**src/design/mrrc_pkg.sv**
```systemverilog
// Shared types, codes and helpers for the Modbus read-response checker.
package mrrc_pkg;

  // Default sizes
  localparam int DEF_BUFFER_BYTES = 20;
  localparam int DEF_SENSORS      = 8;

  // Action codes on the input channel
  localparam logic [1:0] ACT_BYTE      = 2'd0;
  localparam logic [1:0] ACT_SEND_FAIL = 2'd1;
  localparam logic [1:0] ACT_RECV_FAIL = 2'd2;
  localparam logic [1:0] ACT_NONE      = 2'd3;

  // Status codes on the result channel
  localparam logic [1:0] ST_ACCEPT    = 2'd0;
  localparam logic [1:0] ST_REJECT    = 2'd1;
  localparam logic [1:0] ST_SEND_FAIL = 2'd2;
  localparam logic [1:0] ST_RECV_FAIL = 2'd3;

  // Protocol constants
  localparam logic [15:0] CRC_START      = 16'hFFFF;
  localparam logic [15:0] CRC_POLY       = 16'hA001;
  localparam logic [7:0]  READ_REGS_CODE = 8'd3;
  localparam logic [8:0]  FRAME_OVERHEAD = 9'd5;

  typedef struct packed {
    logic [1:0] action;
    logic [2:0] sensor_index;
    logic [7:0] expected_address;
    logic [7:0] rx_byte;
    logic       frame_last;
  } in_t;

  typedef struct packed {
    logic [2:0]  sensor_tag;
    logic [1:0]  status;
    logic [15:0] humidity_raw;
    logic [15:0] temperature_raw;
    logic [15:0] accepted_count;
    logic [15:0] rejected_count;
    logic [15:0] send_fail_count;
    logic [15:0] receive_fail_count;
  } out_t;

  // Finished transaction handed from the frame parser to the counter stage
  typedef struct packed {
    logic [2:0]  sensor;
    logic [1:0]  status;
    logic [15:0] hum;
    logic [15:0] temp;
  } ev_t;

  // One byte of reflected CRC-16
  function automatic logic [15:0] crc_byte(input logic [15:0] crc, input logic [7:0] b);
    logic [15:0] c;
    c = crc ^ {8'h00, b};
    for (int k = 0; k < 8; k++) begin
      if (c[0]) begin
        c = (c >> 1) ^ CRC_POLY;
      end else begin
        c = c >> 1;
      end
    end
    return c;
  endfunction

endpackage

```
**src/design/mrrc_ram.sv**
```systemverilog
// Generic single-write, single-read RAM with registered read data.
module mrrc_ram #(
  parameter int WIDTH = 64,
  parameter int DEPTH = 8,
  localparam int AW = (DEPTH > 1) ? $clog2(DEPTH) : 1
) (
  input  logic             clk,
  input  logic             wr_en,
  input  logic [AW-1:0]    wr_addr,
  input  logic [WIDTH-1:0] wr_data,
  input  logic             rd_en,
  input  logic [AW-1:0]    rd_addr,
  output logic [WIDTH-1:0] rd_data
);

  logic [WIDTH-1:0] mem [DEPTH];
  logic [WIDTH-1:0] rd_data_r;

  // Write port
  always_ff @(posedge clk) begin
    if (wr_en) begin
      mem[wr_addr] <= wr_data;
    end
  end

  // Read port, old data on a same-edge write
  always_ff @(posedge clk) begin
    if (rd_en) begin
      rd_data_r <= mem[rd_addr];
    end
  end

  assign rd_data = rd_data_r;

endmodule

```
**src/design/mrrc_cnt.sv**
```systemverilog
// Per-sensor counter read-modify-write stage around the counter memory.
module mrrc_cnt import mrrc_pkg::*; #(
  parameter int SENSORS = DEF_SENSORS
) (
  input  logic clk,
  input  logic rst_n,
  input  logic ev_fire,
  input  ev_t  ev,
  input  logic out_ready,
  output logic res_valid,
  output out_t res
);

  localparam int SLOT_W = (SENSORS > 1) ? $clog2(SENSORS) : 1;

  logic [6:0]        slot_full;
  logic [SLOT_W-1:0] rd_slot;
  logic              s1_valid_r, s1_valid_nxt;
  ev_t               s1_ev_r;
  logic [SLOT_W-1:0] s1_slot_r;
  logic              s1_init_r;
  logic              fwd_valid_r;
  logic [SLOT_W-1:0] fwd_slot_r;
  logic [63:0]       fwd_data_r;
  logic [SENSORS-1:0] ent_valid_r;
  logic [63:0]       ram_rd, cur, upd;
  logic              wr_en;

  // Fold the sensor index onto the counter slots
  always_comb begin
    slot_full = 7'(ev.sensor);
    for (int k = 0; k < 8; k++) begin
      if (slot_full >= 7'(SENSORS)) begin
        slot_full = slot_full - 7'(SENSORS);
      end
    end
  end
  assign rd_slot = SLOT_W'(slot_full);

  mrrc_ram #(
    .WIDTH(64),
    .DEPTH(SENSORS)
  ) u_ram (
    .clk    (clk),
    .wr_en  (wr_en),
    .wr_addr(s1_slot_r),
    .wr_data(upd),
    .rd_en  (ev_fire),
    .rd_addr(rd_slot),
    .rd_data(ram_rd)
  );

  // Pick forwarded data when the previous write hit the same slot
  always_comb begin
    if (fwd_valid_r && (fwd_slot_r == s1_slot_r)) begin
      cur = fwd_data_r;
    end else if (s1_init_r) begin
      cur = ram_rd;
    end else begin
      cur = '0;
    end
  end

  // Bump the counter that matches the status
  always_comb begin
    upd = cur;
    unique case (s1_ev_r.status)
      ST_ACCEPT:    upd[15:0]  = cur[15:0] + 16'd1;
      ST_REJECT:    upd[31:16] = cur[31:16] + 16'd1;
      ST_SEND_FAIL: upd[47:32] = cur[47:32] + 16'd1;
      ST_RECV_FAIL: upd[63:48] = cur[63:48] + 16'd1;
      default:      upd = cur;
    endcase
  end

  assign wr_en = s1_valid_r && out_ready;

  always_comb begin
    if (ev_fire) begin
      s1_valid_nxt = 1'b1;
    end else if (wr_en) begin
      s1_valid_nxt = 1'b0;
    end else begin
      s1_valid_nxt = s1_valid_r;
    end
  end

  // Control state: stage valid, entry valid bits, forward valid
  always_ff @(posedge clk) begin
    if (!rst_n) begin
      s1_valid_r  <= 1'b0;
      ent_valid_r <= '0;
      fwd_valid_r <= 1'b0;
    end else begin
      s1_valid_r <= s1_valid_nxt;
      if (wr_en) begin
        ent_valid_r[s1_slot_r] <= 1'b1;
      end
      if (ev_fire) begin
        fwd_valid_r <= wr_en;
      end
    end
  end

  // Capture the transaction and the write that shares its read edge
  always_ff @(posedge clk) begin
    if (ev_fire) begin
      s1_ev_r    <= ev;
      s1_slot_r  <= rd_slot;
      s1_init_r  <= ent_valid_r[rd_slot];
      fwd_slot_r <= s1_slot_r;
      fwd_data_r <= upd;
    end
  end

  assign res_valid              = s1_valid_r;
  assign res.sensor_tag         = s1_ev_r.sensor;
  assign res.status             = s1_ev_r.status;
  assign res.humidity_raw       = s1_ev_r.hum;
  assign res.temperature_raw    = s1_ev_r.temp;
  assign res.accepted_count     = upd[15:0];
  assign res.rejected_count     = upd[31:16];
  assign res.send_fail_count    = upd[47:32];
  assign res.receive_fail_count = upd[63:48];

endmodule

```
**config.mk**
```make
export PLATFORM = sky130hd
export DESIGN_NAME = mrrc_cnt
export DESIGN_NICKNAME = d
export VERILOG_FILES = /design/src/design/mrrc_pkg.sv /design/src/design/mrrc_ram.sv /design/src/design/mrrc_cnt.sv
export SDC_FILE = /design/constraint.sdc
export NUM_CORES = 1
export LEC_CHECK = 0
export ABC_CLOCK_PERIOD_IN_PS = 6400
export CORE_MARGIN = 8
export CORE_UTILIZATION = 55
export DETAILED_ROUTE_END_ITERATION = 10
export DONT_BUFFER_PORTS = 1
export PLACE_DENSITY = 0.73
export SETUP_SLACK_MARGIN = 0.5
export SYNTH_ARGS = -nofsm -noshare
export SYNTH_HDL_FRONTEND = slang
export SYNTH_SLANG_ARGS = --single-unit
```
**constraint.sdc**
```tcl
create_clock -name clk -period 6.4 [get_ports clk]
set_input_delay 1.28 -clock clk [delete_from_list [all_inputs] [get_ports clk]]
set_output_delay 1.28 -clock clk [all_outputs]
set_load 0.1 [all_outputs]
```
==> results of run 1 <==
## layer usage
layer	global-route usage [%]	share of wire [%]	vias up
met2	33.7	49	491
met5	0	0	-
met4	6.12	2.2	0
li1	-	-	5936
met3	5.17	7.3	93
met1	27.1	41	7332
## cell usage in the layout (no fill, tap or decap), types with 6 or more instances in the layout
cell       Yosys  final
mux2i_4        2      6
and3_1        45     45
nor2_1        30     23
buf_16         0      7
buf_4          2     56
o22ai_2        1      7
edfxtp_1     681    681
xor2_1        40     21
xnor2_2        0     18
o21a_1        11     11
clkinv_1       0     15
mux4_2       130    130
clkbuf_1      28      9
mux2_2        70     70
nand4_1       19     19
nor2_4         0      6
clkbuf_16      0     76
nand2_1       74     74
bufinv_16      0      6
a21oi_1       38     35
nand3_1       50     50
o21ai_0       17     13
dfxtp_1       10     10
clkinv_2       0     10
xor2_4         0     15
xnor2_1       41     21
nor3_1        13     11
and4_1         9      9
o21ai_2        0      7
## report_power, final
part	total (mW)	internal, mW	switching (mW)
clock	4.08	2.40	1.68
sequential	5.30	5.12	0.189
combinational	0.615	0.207	0.408
total	10.0	7.72	2.28
## repair_timing
item                       in CTS  in global routing
gates cloned                    3                  2
setup endpoints to repair       8                  9
setup buffers                   3                  2
pin swaps                       3                  5
gates resized for setup         4                  4
## per-stage QoR
| stage | cell area (µm²) | hold slack, ns | setup WS, ns |
|---|---|---|---|
| 6_report | 32000 | 0.456 | 0.691 |
| 5_1_grt | 32000 | 0.473 | 0.495 |
| 4_1_cts | 31900 | 0.461 | 0.585 |
| 3_5_place_dp | 29500 | 0.448 | 0.823 |
| 3_3_place_gp | 29500 | 0.442 | 0.953 |
| 2_1_floorplan | 27700 | 0.435 | 0.501 |
## kinds of logic after synthesis
| family | after synthesis | share of synthesized area, % |
|---|---|---|
| adder cells (fa/ha/maj) | 4 | 0.181 |
| buffers and inverters | 70 | 1.19 |
| flip-flops | 691 | 74.7 |
| multiplexers | 212 | 14.0 |
| AO/OA/AOI/OAI | 95 | 2.03 |
| XOR/XNOR | 81 | 2.57 |
| AND/OR/NAND/NOR | 274 | 5.26 |
## path summary, 6_finish.rpt
kind                  start               to  cells past startpoint
max            s1_slot_r[0]          res[56]                     12
min          ent_valid_r[7]   ent_valid_r[7]                      1
max reg2reg    s1_slot_r[0]  u_ram.mem[4][8]                     12
min reg2reg  ent_valid_r[7]   ent_valid_r[7]                      1
## sequential cells by signal, indices dropped and copies added, names as in the netlist
register and cells:
ent_valid_r 8, fwd_data_r 64, fwd_slot_r 3, fwd_valid_r 1, res 34, res_valid 1
s1_init_r 1, s1_slot_r 3, u_ram.mem 512, u_ram.rd_data 64
## area by class of cell
class	count	share of cell area (%)
repair buffers	66	2.08
clock buffers	85	6.06
flip-flops and latches	691	64.6
clock inverters	40	1.15
well taps	672	2.63
multi-input cells	671	23.4
inverters	3	0.0352
==> flow_summary.yaml, run 1 <==
synthesis:
  synthTopCellsByArea: "edfxtp_1, mux4_2, mux2_2"
  synthCells: 1427
  synth.top_cells.by_count: "edfxtp_1, mux4_2, nand2_1, mux2_2, nand3_1"
  synth_cell_types: 60
  synth_edf_count: 681
  netlist_area_mm2: 0.0276
  synth_flop_cell: "edfxtp_1"
  yosysSeqAreaShare_pct: 74.7
  synth_warnings: 0
  synth_top_area_cell: "edfxtp_1"
  ys_ff_latch: 691
  syn_nets: 1472
  synth_most_common_cell: "edfxtp_1"
  synth_top_area_share_pct: 74.0
  syn_area_per_cell_um2: 19.4
  ys_async_sr_fraction_pct: 0
placement:
  dpl.hpwl_mm: 30.8
  routabilityCongestion: 0.767
  io_buffers: 0
  placed_cells: 2093
die:
  die_area_mm2: 0.0577
  die_y_um: 240
  ios: 143
  die_w_um: 240
  initial_core_util_pct: 55.4
  rows: 82
  design.core.area_mm2: 0.0499
global_routing:
  grt_pass1_vias: 14500
  antenna_found_initial: 0
  grt_util_all_layers_pct: 20.5
  grt_max_degree: 173
  grt_pass1_wl_mm: 88.8
  gr-total-overflow: 0
routing:
  drtIter0Drc: 1439
  route.vias.total: 13900
  drc: 0
  post_drt_wl_per_cell_um: 26.2
  routed_wl_mm: 58.3
  vias_per_cell: 6.22
  firstDrtPassIters: 5
  final_antenna_net_count: 0
setup_path:
  critPathKind: "reg -> out"
  critPathMaxStageDelay_ns: 0.73
  cp_top_family: "simple AND/OR/NAND/NOR gates"
  worst-r2r-setup-slack_ns: 2.27
  crit_fanout: 6
  critPathRequiredTime_ns: 5.12
  worst_setup_path_end_kind: "output pin"
  slowest_stage: "xor2_4"
  cp_common_cell: "o21ai_1"
  arrival_ns: 4.43
  startpoint_type: "flip-flop"
  crit_chain: "buf_4 > xnor2_4 > and4_4 > nand2_1 > o21ai_1 > ha_1 > nor3b_2 > and3_1 > nand4_1 > mux2i_2 > o21ai_1 > xor2_4"
  path_buf_inv: 1
sta:
  slew_headroom_pct: 28.0
  maxSlewViolCount: 0
  fin_crit_ns: 5.71
  setup_viol: 0
  hold_violations: 0
  setup_tns_ns: 0
  fin_skew_ns: 0.0293
  tightest_slew_ns: 1.06
  fin_crit_sh_pct: 89.2
  grt_setup_unrepaired: "false"
  clock.fmax_ghz: 0.175
clock_network:
  clk_latency_ns: 0.61
  cts_max_path_buffers: 3
  path_clk_slew_ns: 0.06
  cts_tree: "built"
  hold_buffers: 0
  cts-root-buf: "clkbuf_16"
  cts_max_level: 3
  cts_inserted_buffers: 71
  cts_sinks: 691
finish:
  areaGrowthSynthToFinish_pct: 15.7
  multiInputGateArea_mm2: 0.00749
  layout-drive-gt1-share_pct: 29.7
  diodes: 0
  seq_area_mm2: 0.0206
  final_cells: 2228
  fin_util_pct: 64.1
  nets: 1549
  fillers: 3307
pwr:
  power_mw: 10.0
  p_leak_nw: 10.4
  vdd_drop_max_v: 0.000241
  p_per_area_mw_per_mm2: 313
outcome:
  status: "finished, final reports clean"
hold_path:
  min_path_type: "reg -> reg"
run:
  drv_cap: 0
No activity file was read; power rests on OpenSTA's default activity.
==> run 2: changes to the inputs <==
- CELL_PAD_IN_SITES_DETAIL_PLACEMENT: not set -> 0
- CELL_PAD_IN_SITES_GLOBAL_PLACEMENT: not set -> 2
- CORE_UTILIZATION: 55 -> 44
- PLACE_DENSITY: 0.73 -> not set
- PLACE_DENSITY_LB_ADDON: not set -> 0.1
- RECOVER_POWER: not set -> 50
==> run 2 against run 1 <==
Clock-buffer cell count increased by 12; the flow now finishes with violations (max-capacitance violations, max-slew violations); sequential share of layout area grew 0.056 points; routed wire length increased by 4.8%; die area grew 23%; setup slack lost 0.23 ns; total power rose by 0.27%; critical path depth grew 1; global-route usage is 3.2 points lower; via count is 4.4% lower; first-iteration DRC count shrank 38%; combinational power decreased by 2%; clock skew decreased by 0.0083 ns; largest power group unchanged.
==> flow_summary.yaml, run 2 (synthesis results as in run 1) <==
global_routing:
  antenna_found_initial: 1
  grt_pass1_vias: 14200
  gr-total-overflow: 0
  grt_max_degree: 173
  grt_util_all_layers_pct: 17.3
  grt_pass1_wl_mm: 91.9
sta:
  slew_headroom_pct: -159
  setup_tns_ns: 0
  clock.fmax_ghz: 0.168
  hold_violations: 0
  tightest_slew_ns: 3.88
  grt_setup_unrepaired: "false"
  holdWs_ns: 0.464
  fin_crit_sh_pct: 92.9
  setup_viol: 0
  maxSlewViolCount: 358
  fin_crit_ns: 5.94
  fin_skew_ns: 0.0210
clock_network:
  path_clk_slew_ns: 0.06
  cts_max_level: 3
  cts_inserted_buffers: 74
  cts_tree: "built"
  cts_sinks: 691
  cts-root-buf: "clkbuf_16"
  clk_latency_ns: 0.62
  cts_max_path_buffers: 3
setup_path:
  worst_setup_path_end_kind: "output pin"
  cp_top_family: "buffers and inverters"
  crit_chain: "buf_4 > xnor2_4 > and4_1 > clkbuf_1 > nand2_1 > o21ai_0 > ha_1 > nand2_1 > nor3_1 > xnor2_1 > nand2_1 > o21ai_2 > clkbuf_1"
  path_buf_inv: 3
  startpoint_type: "flip-flop"
  crit_fanout: 10
  cp_common_cell: "nand2_1"
  critPathRequiredTime_ns: 5.12
  arrival_ns: 4.66
  slowest_stage: "clkbuf_1"
  critPathKind: "reg -> out"
  critPathMaxStageDelay_ns: 1.16
finish:
  diodes: 0
  layout-drive-gt1-share_pct: 26.5
  multiInputGateArea_mm2: 0.00738
  layout_commonest_cell: "edfxtp_1"
  areaGrowthSynthToFinish_pct: 15.6
  final_cell_mix: "edfxtp_1, mux4_2, clkbuf_16, nand2_1, mux2_2"
  fillers: 5098
  nets: 1549
  top_register: "u_ram.mem"
  largest_reg_flops: 512
  seq_area_mm2: 0.0206
placement:
  io_buffers: 0
  routabilityCongestion: 0.725
  dpl.hpwl_mm: 32.4
routing:
  post_drt_wl_per_cell_um: 25.4
  drtIter0Drc: 885
  routed_wl_mm: 61.1
  route.vias.total: 13200
  final_antenna_net_count: 0
  vias_per_cell: 5.51
  firstDrtPassIters: 7
  drc: 0
die:
  design.core.area_mm2: 0.0626
  ios: 143
  die_w_um: 267
  initial_core_util_pct: 44.1
  rows: 92
  die_area_mm2: 0.0711
  die_y_um: 267
hold_path:
  min_path_type: "reg -> reg"
pwr:
  p_per_area_mw_per_mm2: 314
  p_leak_nw: 10.2
  vdd_drop_max_v: 0.000183
outcome:
  violations: "max-capacitance violations, max-slew violations"
  status: "finished with violations"
run:
  drv_cap: 18
## run 2: worst paths after layout
kind / startpoint / to / slack (ns) / cells after the start
max: s1_slot_r[0] / res[36] / 0.46 / 13
min: ent_valid_r[0] / ent_valid_r[0] / 0.46 / 1
max reg2reg: s1_slot_r[2] / u_ram.mem[6][38] / 0.84 / 4
min reg2reg: ent_valid_r[0] / ent_valid_r[0] / 0.46 / 1
## run 2: area by class of cell
class,count,area share (%)
clock buffers,97,6.20
clock inverters,33,1.09
inverters,3,0.0353
multi-input cells,668,23.1
flip-flops and latches,691,64.7
well taps,846,3.31
repair buffers,66,1.59
## run 2: worst reg2reg max path, cell delays in order, from the launching register on
cell and delay [ns]:
edfxtp_1 0.39, clkbuf_1 1.20, nand2_1 0.19, nor2_1 1.87, clkbuf_2 1.43
## run 2: where the power goes
| part | internal [mW] | switching [mW] | total, mW |
|---|---|---|---|
| Clock | 2.43 | 1.71 | 4.13 |
| Combinational | 0.191 | 0.409 | 0.600 |
| Sequential | 5.12 | 0.180 | 5.30 |
| Total | 7.74 | 2.29 | 10.0 |
## run 2: what timing repair did
action	CTS	global route
gates cloned	1	1
pin swaps	2	0
hold buffers	0	0
gates resized for setup	5	0
endpoints found under the setup margin	2	1
buffers inserted	2	1
## run 2: layer usage
| layer | part of all wire, % | up-vias | global-route usage (%) | routed length [µm] |
|---|---|---|---|---|
| li1 | - | 5923 | - | - |
| met1 | 43 | 6953 | 21.8 | 26000 |
| met2 | 51 | 268 | 30.3 | 31100 |
| met3 | 4.6 | 91 | 3.83 | 2800 |
| met4 | 1.9 | 2 | 4.22 | 1170 |
| met5 | 0.029 | - | 0 | 18 |
## run 2: stage by stage
stage	util, %	power, mW	setup WS [ns]	area, µm²	instances
CTS	51.3	10.2	0.628	32100	2402
finish	51.0	10.0	0.456	31900	2404
global placement	47.4	5.99	0.996	29700	2269
detailed placement	47.4	6.00	0.906	29700	2269
global route	51.0	10.4	0.264	31900	2404
floorplan	-	5.87	0.501	27700	1427
==> run 3: changes to the inputs <==
- REMOVE_ABC_BUFFERS: not set -> 1
==> run 3 against run 2 <==
Sequential power is essentially flat; sequential share of layout area shrank 0.15 points; sequential cell count is the same; largest power group unchanged; the flow still finishes with violations (max-capacitance violations, max-slew violations); highest routed layer unchanged; fmax grew 1.7%; critical path depth shrank 2; routed wire length grew 0.43%; register-to-register slack lost 0.22 ns.
==> flow_summary.yaml, run 3 (synthesis results as in run 1) <==
clock_network:
  path_clk_slew_ns: 0.06
  cts-root-buf: "clkbuf_16"
  hold_buffers: 0
  cts_max_level: 3
  cts_sinks: 691
  cts_tree: "built"
  clk_latency_ns: 0.60
  cts_inserted_buffers: 75
  cts_max_path_buffers: 3
routing:
  final_antenna_net_count: 0
  post_drt_wl_per_cell_um: 25.5
  drc: 0
  drtIter0Drc: 982
  routed_wl_mm: 61.3
  firstDrtPassIters: 4
  route.vias.total: 13500
  vias_per_cell: 5.60
global_routing:
  grt_util_all_layers_pct: 17.3
  gr-total-overflow: 0
  grt_pass1_vias: 14500
  grt_max_degree: 173
  antenna_found_initial: 3
  grt_pass1_wl_mm: 92.5
sta:
  fin_skew_ns: 0.0170
  clock.fmax_ghz: 0.171
  setup_viol: 0
  slew_headroom_pct: -148
  tightest_slew_ns: 3.71
  fin_crit_ns: 5.84
  maxSlewViolCount: 443
  hold_violations: 0
  fin_crit_sh_pct: 91.3
  grt_setup_unrepaired: "false"
  setup_tns_ns: 0
  setup_ws_ns: 0.558
setup_path:
  crit_cells: 11
  cp_top_family: "simple AND/OR/NAND/NOR gates"
  slowest_stage: "xor2_4"
  critPathMaxStageDelay_ns: 0.69
  critPathKind: "reg -> out"
  r2r-start: "s1_slot_r[0]"
  arrival_ns: 4.56
  crit_fanout: 6
  r2r_cells: 4
  critPathRequiredTime_ns: 5.12
  startpoint: "s1_slot_r[1]"
  crit_chain: "xnor2_2 > and4_1 > buf_4 > o21ai_0 > ha_1 > nor3b_2 > and3_1 > nand4_1 > mux2i_1 > nand2_1 > xor2_4"
  rr_endpoint: "u_ram.mem[7][16]"
  startpoint_type: "flip-flop"
  worst_setup_path_end_kind: "output pin"
  cp-endpoint: "res[60]"
  worst-r2r-setup-slack_ns: 0.62
  path_buf_inv: 1
placement:
  place_ws_ns: 1.08
  dpl_cell_area_mm2: 0.0297
  routabilityCongestion: 0.742
  io_buffers: 0
  dpl.hpwl_mm: 32.5
finish:
  nets: 1549
  largest_reg_flops: 512
  final_cell_mix: "edfxtp_1, mux4_2, clkbuf_16, nand2_1, mux2_2"
  fin_util_pct: 51.1
  areaGrowthSynthToFinish_pct: 15.8
  stdcell_area_mm2: 0.0320
  layout-drive-gt1-share_pct: 27.0
  top_register: "u_ram.mem"
  layout_commonest_cell: "edfxtp_1"
pwr:
  switching_power_mw: 2.30
  p_int_mw: 7.86
  clockPowerShare_pct: 42.0
  pwr-share-seq_pct: 52.2
  combinationalPowerShare_pct: 5.8
  p_per_area_mw_per_mm2: 317
  p_leak_nw: 10.3
  vdd_drop_max_v: 0.000221
  sw_frac_of_total_pct: 22.7
outcome:
  status: "finished with violations"
  violations: "max-capacitance violations, max-slew violations"
die:
  die_y_um: 267
  design.core.area_mm2: 0.0626
  rows: 92
  die_area_mm2: 0.0711
  die_w_um: 267
  ios: 143
  initial_core_util_pct: 44.1
hold_path:
  hold_start: "ent_valid_r[3]"
  min_path_type: "reg -> reg"
run:
  drv_cap: 20
[run 3: what timing repair did]
item | 4_1_cts | 5_1_grt
setup buffers | 3 | 0
setup endpoints to repair | 2 | 0
gates resized for setup | 3 | 0
[run 3: cell type report]
cell class | instances | area, µm²
fillers | 5118 | 30600
flip-flops and latches | 691 | 20600
multi-input cells | 667 | 7360
clock buffers | 97 | 2050
well taps | 846 | 1060
repair buffers | 66 | 494
clock inverters | 37 | 382
inverters | 3 | 11.3
diodes | 1 | 2.50
[run 3: worst min path at each step]
| stage | endpoint | cells past startpoint |
|---|---|---|
| 4_1_cts | ent_valid_r[6] | 1 |
| 6_report | ent_valid_r[3] | 1 |
| 3_5_place_dp | ent_valid_r[0] | 1 |
| 2_1_floorplan | ent_valid_r[2] | 1 |
| 5_1_grt | ent_valid_r[2] | 1 |
| 3_3_place_gp | ent_valid_r[4] | 1 |
[run 3: worst register-to-register path: stages, from the launching register on]
cell and delay (ns):
edfxtp_1 0.38, clkbuf_1 1.01, nand3_1 0.49, nor2_1 2.83
buf_4 0.70
[run 3: power groups by stage]
stage / clock [mW] / combinational, mW / sequential, mW
2_1_floorplan: 0 / 0.423 / 5.40
3_3_place_gp: 0 / 0.596 / 5.39
3_5_place_dp: 0 / 0.603 / 5.39
4_1_cts: 4.39 / 0.612 / 5.30
5_1_grt: 4.54 / 0.625 / 5.31
6_report: 4.27 / 0.591 / 5.30
[run 3: metrics by stage]
step           std cells  hold slack (ns)  power [mW]
6_report            2408            0.464        10.2
5_1_grt             2408            0.483        10.5
4_1_cts             2407            0.469        10.3
3_5_place_dp        2269            0.453        5.99
3_3_place_gp        2269            0.442        5.98
2_1_floorplan       1360            0.435        5.82
[run 3: metal layers]
layer | part of all wire [%] | GRT usage (%) | vias to the layer above
li1 | - | - | 5931
met1 | 44 | 23.6 | 7156
met2 | 48 | 28.1 | 297
met3 | 5.6 | 3.75 | 89
met4 | 1.9 | 5.10 | 2
met5 | 0.021 | 0 | -
